`config.mk`:
```
export PLATFORM = sky130hd
export DESIGN_NAME = shv_hash
export DESIGN_NICKNAME = d
export VERILOG_FILES = /design/src/rtl/shv_pkg.sv /design/src/rtl/shv_hash.sv
export SDC_FILE = /design/constraint.sdc
export NUM_CORES = 1
export LEC_CHECK = 0
export ABC_AREA = 1
export BUFFER_PORTS_ARGS = -buffer_cell sky130_fd_sc_hd__buf_2
export CORE_UTILIZATION = 47
export DETAILED_ROUTE_END_ITERATION = 8
export PLACE_DENSITY = 0.66
export SYNTH_ARGS = -nofsm -noshare
export SYNTH_HDL_FRONTEND = slang
export SYNTH_SLANG_ARGS = --single-unit
```
`constraint.sdc`:
```
create_clock -name clk -period 10.2 [get_ports clk]
set_clock_uncertainty 0.1 [all_clocks]
set_input_delay 0.51 -clock clk [delete_from_list [all_inputs] [get_ports clk]]
set_output_delay 0.51 -clock clk [all_outputs]
set_load 0.02 [all_outputs]
```
`src/rtl/shv_pkg.sv`:
```
`default_nettype none
package shv_pkg;

  // defaults for the top level parameters
  localparam int BUCKET_BITS_DEF = 12;
  localparam int MAX_NODES_DEF   = 4096;
  localparam int WORDS_MAX_DEF   = 4;

  // fixed field widths
  localparam int IDX_W  = 13;
  localparam int CFG_W  = 13;
  localparam int WORD_W = 32;

  // configuration register indexes
  localparam logic REG_WORDS     = 1'b0;
  localparam logic REG_MAX_NODES = 1'b1;

  // opcodes
  localparam logic OP_FIND   = 1'b0;
  localparam logic OP_INSERT = 1'b1;

  // input side sequencer
  typedef enum logic [1:0] {
    S_IN,
    S_HASH,
    S_TBL
  } top_state_t;

  // table sequencer
  typedef enum logic [2:0] {
    T_CLEAR,
    T_IDLE,
    T_HEAD,
    T_NODE,
    T_RD,
    T_CMP,
    T_INS,
    T_DONE
  } tbl_state_t;

  // request from the input side to the table
  typedef struct packed {
    logic start;
    logic ack;
    logic op;
  } tbl_req_t;

  // status from the table
  typedef struct packed {
    logic idle;
    logic done;
    logic was_new;
    logic full;
  } tbl_rsp_t;

endpackage
`default_nettype wire

```
`src/rtl/shv_hash.sv`:
```
`default_nettype none
module shv_hash import shv_pkg::*; #(
  parameter int BUCKET_BITS = BUCKET_BITS_DEF
) (
  input  wire logic              clk,
  input  wire logic              rst,
  input  wire logic              start,
  input  wire logic              first,
  input  wire logic [WORD_W-1:0] word,
  output logic                   done,
  output logic [WORD_W-1:0]      hash
);

  localparam logic [WORD_W-1:0] MUL_K = 32'd1234567;
  localparam logic [WORD_W-1:0] ADD_K = 32'd5555555;

  logic busy;
  logic fin;

  // one xorshift and multiply-add round
  function automatic logic [WORD_W-1:0] mix(input logic [WORD_W-1:0] h);
    logic [WORD_W-1:0] t;
    t = h ^ (h >> BUCKET_BITS);
    return t * MUL_K + ADD_K;
  endfunction

  // first round on the word beat, second round in the following cycle,
  // done flagged once the second round is in the register
  always_ff @(posedge clk) begin
    if (rst) begin
      busy <= 1'b0;
      fin  <= 1'b0;
    end else begin
      busy <= start;
      fin  <= busy;
    end
  end

  always_ff @(posedge clk) begin
    if (start) begin
      hash <= mix(first ? word : (hash ^ word));
    end else if (busy) begin
      hash <= mix(hash);
    end
  end

  assign done = fin;

endmodule
`default_nettype wire

```
==> results.cfg, run 1 <==
[critical_path]
regToRegStartpoint = hash[22]$_DFFE_PP_
rrSetupSlack_ns = 2.31
worstPathMaxFanout = 39
cp-end-kind = flop
crit_path_start = first
required_ns = 10.14
start_kind = input port
r2r_cells = 26
r2r_end = hash[29]$_DFFE_PP_
cp.arrival_ns = 8.01
critical_path_class = in -> reg

[synthesis]
yosys_warnings = 0
synthCells = 2124
synth_top_area_share_pct = 37.1
avgSynthCellArea_um2 = 8.62
synth-edff-count = 32
syn_area_mm2 = 0.0183
synthFlopType = edfxtp_1
yosys.cell_count.top_type = inv_1
postSynth.asyncResetShare_pct = 0
yosysUniqueCellTypes = 47
netlist_top_cells_count = inv_1 (630), fa_1 (339), nand2_1 (296)
synth-seq-cells = 34
netlist.top_cell.by_area = fa_1
synth_nets = 2792
synth_seq_area_share_pct = 5.47
ys_top_cells_by_area = fa_1 (37%), ha_1 (20%), inv_1 (13%)

[clocking]
cts-hold-fix-buffers = 0
cts_resized = 0
clkLatencyLatePin_ns = 0.29
cts_max_path_buffers = 2
postCtsSetupRepairBufs = 0
path_clk_slew_ns = 0.06
cts.sinks = 34
cts_tree = built
cts_root_buf = clkbuf_16
ctsHtreeMaxLevel = 2
numCtsBuffers = 5

[timing]
rsz0062_at_grt = false
drv_slew = 0
finalSetupViolations = 0
fin_crit_ns = 8.06
setup_tns_ns = 0
layout_worst_path_cycle_share_pct = 79.1
fmax_ghz = 0.124
max_slew.worst_pin.slew_ns = 1.24
final_hold_viol_count = 0
relSlewSlack_pct = 17.0

[routing]
drtAntennaViolNets = 0
drc = 0
drtIter0Drc = 970
vias_per_cell = 5.13
drt-pass1-iter-count = 5
wl_per_cell_um = 19.1
vias = 13900
totalWireLength_um = 51600

[grt]
grt_overflow_total = 0
first_global_vias = 14600
grt_max_degree = 51
antenna_found_initial = 0
grt_pass1_wl_um = 81000
grt_usage_pct = 27.7

[hold_path]
min_from = rst
min_to = done$_SDFF_PP0_
min_path_cells = 2
hp-class = in -> reg

[die]
die_y_um = 199
io_pins = 69
rows = 71
initial_core_util_pct = 48.1
core_area_mm2 = 0.0380
dieWidth_um = 199
dieArea_mm2 = 0.0397

[place]
gp_congestion = 0.981
hpwl_um = 46400
io_buffer_count = 68

[layout]
regArea_mm2 = 0.00100
drive_gt1_share_pct = 6.52
multi_input_area_mm2 = 0.0148
antenna_cells = 0
area_delta_synth_final_pct = 6.08
fillers = 3734
nNetsFinal = 2860

[run_status]
status = finished, final reports clean

[run]
maxCapViolations = 0
-- worst max path at each step --
stage	cells past startpoint	to	slack, ns
2_1_floorplan	28	hash[29]$_DFFE_PP_	3.47
3_3_place_gp	28	hash[29]$_DFFE_PP_	2.03
3_5_place_dp	28	hash[29]$_DFFE_PP_	1.89
4_1_cts	28	hash[29]$_DFFE_PP_	2.19
5_1_grt	28	hash[29]$_DFFE_PP_	1.68
6_report	28	hash[29]$_DFFE_PP_	2.14
-- flip-flops by register name, summed over array words and instances (netlist names) --
name / flops
done: 1
hash: 32
busy: 1
-- logic make-up (layout without fill, tap and decap cells) --
family          Yosys count  in the layout  share of synthesized area (%)
buf+inv                 660            729                           13.8
fa+ha+maj               632            632                           57.1
simple gates            489            489                           11.3
compound gates          209            209                           6.25
xor+xnor                100            100                           6.13
flops                    34             34                           5.47
-- cell type report --
class	count	area share, %
Multi-Input combinational cell	1430	76.1
Timing Repair Buffer	77	2.10
Tap cell	511	3.29
Clock buffer	6	0.664
Sequential cell	34	5.16
Clock inverter	2	0.193
Inverter	644	12.5
-- through the flow --
step	cell area (µm²)	std cells	utilization [%]	setup slack (ns)	hold slack (ns)
after global placement	19200	2696	50.6	2.03	0.324
after global routing	19400	2704	51.1	1.68	0.308
after floorplan	18300	2124	-	3.47	0.310
after detailed placement	19200	2696	50.6	1.89	0.325
after CTS	19400	2704	51.1	2.19	0.297
final	19400	2704	51.1	2.14	0.304
-- per-layer routing --
| metal | share of wire (%) | global-route usage (%) | vias up |
|---|---|---|---|
| met5 | 0 | 0 | - |
| met4 | 1.7 | 4.36 | 0 |
| met3 | 6.5 | 3.76 | 42 |
| met2 | 46 | 44.9 | 408 |
| met1 | 46 | 39.9 | 6913 |
| li1 | - | - | 6511 |
-- cells in the final DEF (no fill, tap or decap), drive strengths merged, types with 12 or more instances in the layout --
| master | count |
|---|---|
| ha | 293 |
| nand2 | 307 |
| edfxtp | 32 |
| xnor2 | 51 |
| buf | 77 |
| a21oi | 84 |
| a21o | 12 |
| nor2 | 86 |
| fa | 339 |
| nand3 | 55 |
| o21ai | 86 |
| xor2 | 48 |
| inv | 644 |
-- critical path: stages --
cell and delay, ns:
buf_2 0.11, inv_2 0.58, nand2_1 0.22, xor2_2 0.47
xor2_2 0.50, inv_2 0.16, nor2_1 0.41, nor2_1 0.18
fa_1 0.58, fa_1 0.46, fa_1 0.58, fa_1 0.43
fa_1 0.49, inv_1 0.05, fa_1 0.47, inv_1 0.04
ha_1 0.34, nand2_1 0.11, nor2_1 0.14, nor3b_1 0.29
nand4_1 0.15, nand3_1 0.23, a21o_1 0.19, nand2_1 0.07
nand2_1 0.06, nand2_1 0.04, nand3_1 0.06, nand2_1 0.06
Power of run 1 is left out: the tool's default activity adds up to more than one toggle a clock period on the data nets, which glitch-free logic cannot reach.
==> run 2: changes to the inputs <==
clock period = 7.5 ns   (was 10.2 ns; I/O delays follow)
==> run 2 against run 1 <==
- count of clock-buffer cells in the layout is 1 lower
- global-route usage is 0.51 points higher
- non-clock buffer count is 64 higher
- sequential share of layout area is 0.12 points lower
- first-iteration DRC count is 2.3% lower
- sequential cell count stayed put
- largest cell class unchanged
- wire length is 1.3% higher
- worst hold slack worse by 0.14 ns
- die area stayed put
==> results.cfg, run 2 (synthesis gave the netlist of run 1 again) <==
[run_status]
status = finished, final reports clean

[die]
initial_core_util_pct = 48.1
io_pins = 69
dieArea_mm2 = 0.0397
rows = 71
die_y_um = 199
core_area_mm2 = 0.0380
dieWidth_um = 199

[hold_path]
hp-class = in -> reg

[place]
gp_congestion = 0.968
io_buffer_count = 68
place_area_mm2 = 0.0197
place_ws_ns = 0.160
hpwl_um = 47600

[timing]
layout_worst_path_cycle_share_pct = 96.5
finalSetupViolations = 0
postLayoutSetupSlackWorst_ns = 0.264
final_hold_viol_count = 0
rsz0062_at_grt = false
drv_slew = 0
max_slew.worst_pin.slew_ns = 1.10
relSlewSlack_pct = 26.4
fin_crit_ns = 7.24
setup_tns_ns = 0
fmax_ghz = 0.138

[clocking]
cts_root_buf = clkbuf_16
ctsHtreeMaxLevel = 2
cts_max_path_buffers = 2
path_clk_slew_ns = 0.06
clkLatencyLatePin_ns = 0.29
cts_tree = built
cts.sinks = 34
numCtsBuffers = 5

[layout]
antenna_cells = 0
layout_commonest_cell = inv_1
fin_util_pct = 52.3
top_register = hash
nNetsFinal = 2924
final_area_mm2 = 0.0199
drive_gt1_share_pct = 9.26
largest_reg_flops = 32
area_delta_synth_final_pct = 8.64
final_cell_mix = inv_1 (630), fa_1 (339), nand2_1 (296)

[routing]
totalWireLength_um = 52300
drtAntennaViolNets = 0
wl_per_cell_um = 18.9
drc = 0
vias = 14000
drt-pass1-iter-count = 5
vias_per_cell = 5.08
drtIter0Drc = 948

[critical_path]
start_kind = flop
cp_common_cell = fa_1
crit_path_top_delay_cell = edfxtp_1
cp.arrival_ns = 7.17
path_cells = xnor2_1, inv_1, ha_1, fa_1, inv_1, fa_1, inv_1, fa_1, fa_1, inv_1, fa_1, fa_1, inv_1, ha_1, nand2_1, nor2_1, nor3b_2, nand4_1, nand3_1, nand2_1, nand2_1, a21oi_1, o21ai_0, nand2_1
worstPathMaxFanout = 6
critical_path_class = reg -> reg
cp-end-kind = flop
max_stage_delay_ns = 0.59
rrSetupSlack_ns = 0.26
required_ns = 7.43

[run]
maxCapViolations = 0

[grt]
grt_overflow_total = 0
antenna_found_initial = 0
grt_max_degree = 51
grt_usage_pct = 28.2
grt_pass1_wl_um = 82500
first_global_vias = 14600
==> run 2: cell count changes in the layout (fill, tap and decap cells not counted), sizes merged <==
cell | before | now
bufinv | 1 | 0
clkinvlp | 1 | 0
buf | 77 | 141
clkinv | 0 | 2
clkbuf | 6 | 5
==> run 2: routing by layer <==
metal / track usage, % / part of all wire, % / vias up
li1: - / - / 6640
met1: 41.7 / 46 / 6920
met2: 45.1 / 45 / 454
met3: 4.15 / 7.4 / 29
met4: 2.71 / 0.97 / 0
met5: 0 / 0 / -
==> run 2: what timing repair did <==
item / in CTS / in global routing
endpoints found under the setup margin: 0 / 5
gates resized for setup: 0 / 4
hold buffers: 0 / 0
buffers inserted: 0 / 7
==> run 2: through the flow <==
stage / cells / hold slack, ns
after floorplan: 2124 / 0.310
after global placement: 2753 / 0.322
after detailed placement: 2753 / 0.328
after CTS: 2760 / 0.158
after global routing: 2767 / 0.169
final: 2767 / 0.159
==> run 2: path summary, 6_finish.rpt <==
kind | cells past startpoint | start | end
setup reg to reg | 24 | hash[19]$_DFFE_PP_ | hash[26]$_DFFE_PP_
hold reg to reg | 2 | busy$_SDFF_PP0_ | done$_SDFF_PP0_
hold / removal | 2 | rst | done$_SDFF_PP0_
setup / recovery | 24 | hash[19]$_DFFE_PP_ | hash[26]$_DFFE_PP_
==> run 2: cell type report <==
cell class	count	area, µm²
fillers	3694	18100
multi-input cells	1430	14800
inverters	644	2420
flip-flops and latches	34	1000
repair buffers	141	888
well taps	511	639
clock buffers	5	125
clock inverters	2	10.0
==> run 2: critical path: cells and delay by family, from the launching register on <==
kind | cells | cell delay, ns
adder cells (fa/ha/maj) | 8 | 3.77
buffers and inverters | 5 | 0.51
AND/OR/NAND/NOR | 8 | 1.36
XOR/XNOR | 1 | 0.42
flip-flops | 1 | 0.59
AO/OA/AOI/OAI | 2 | 0.23
Power of run 2 is left out for the same reason.
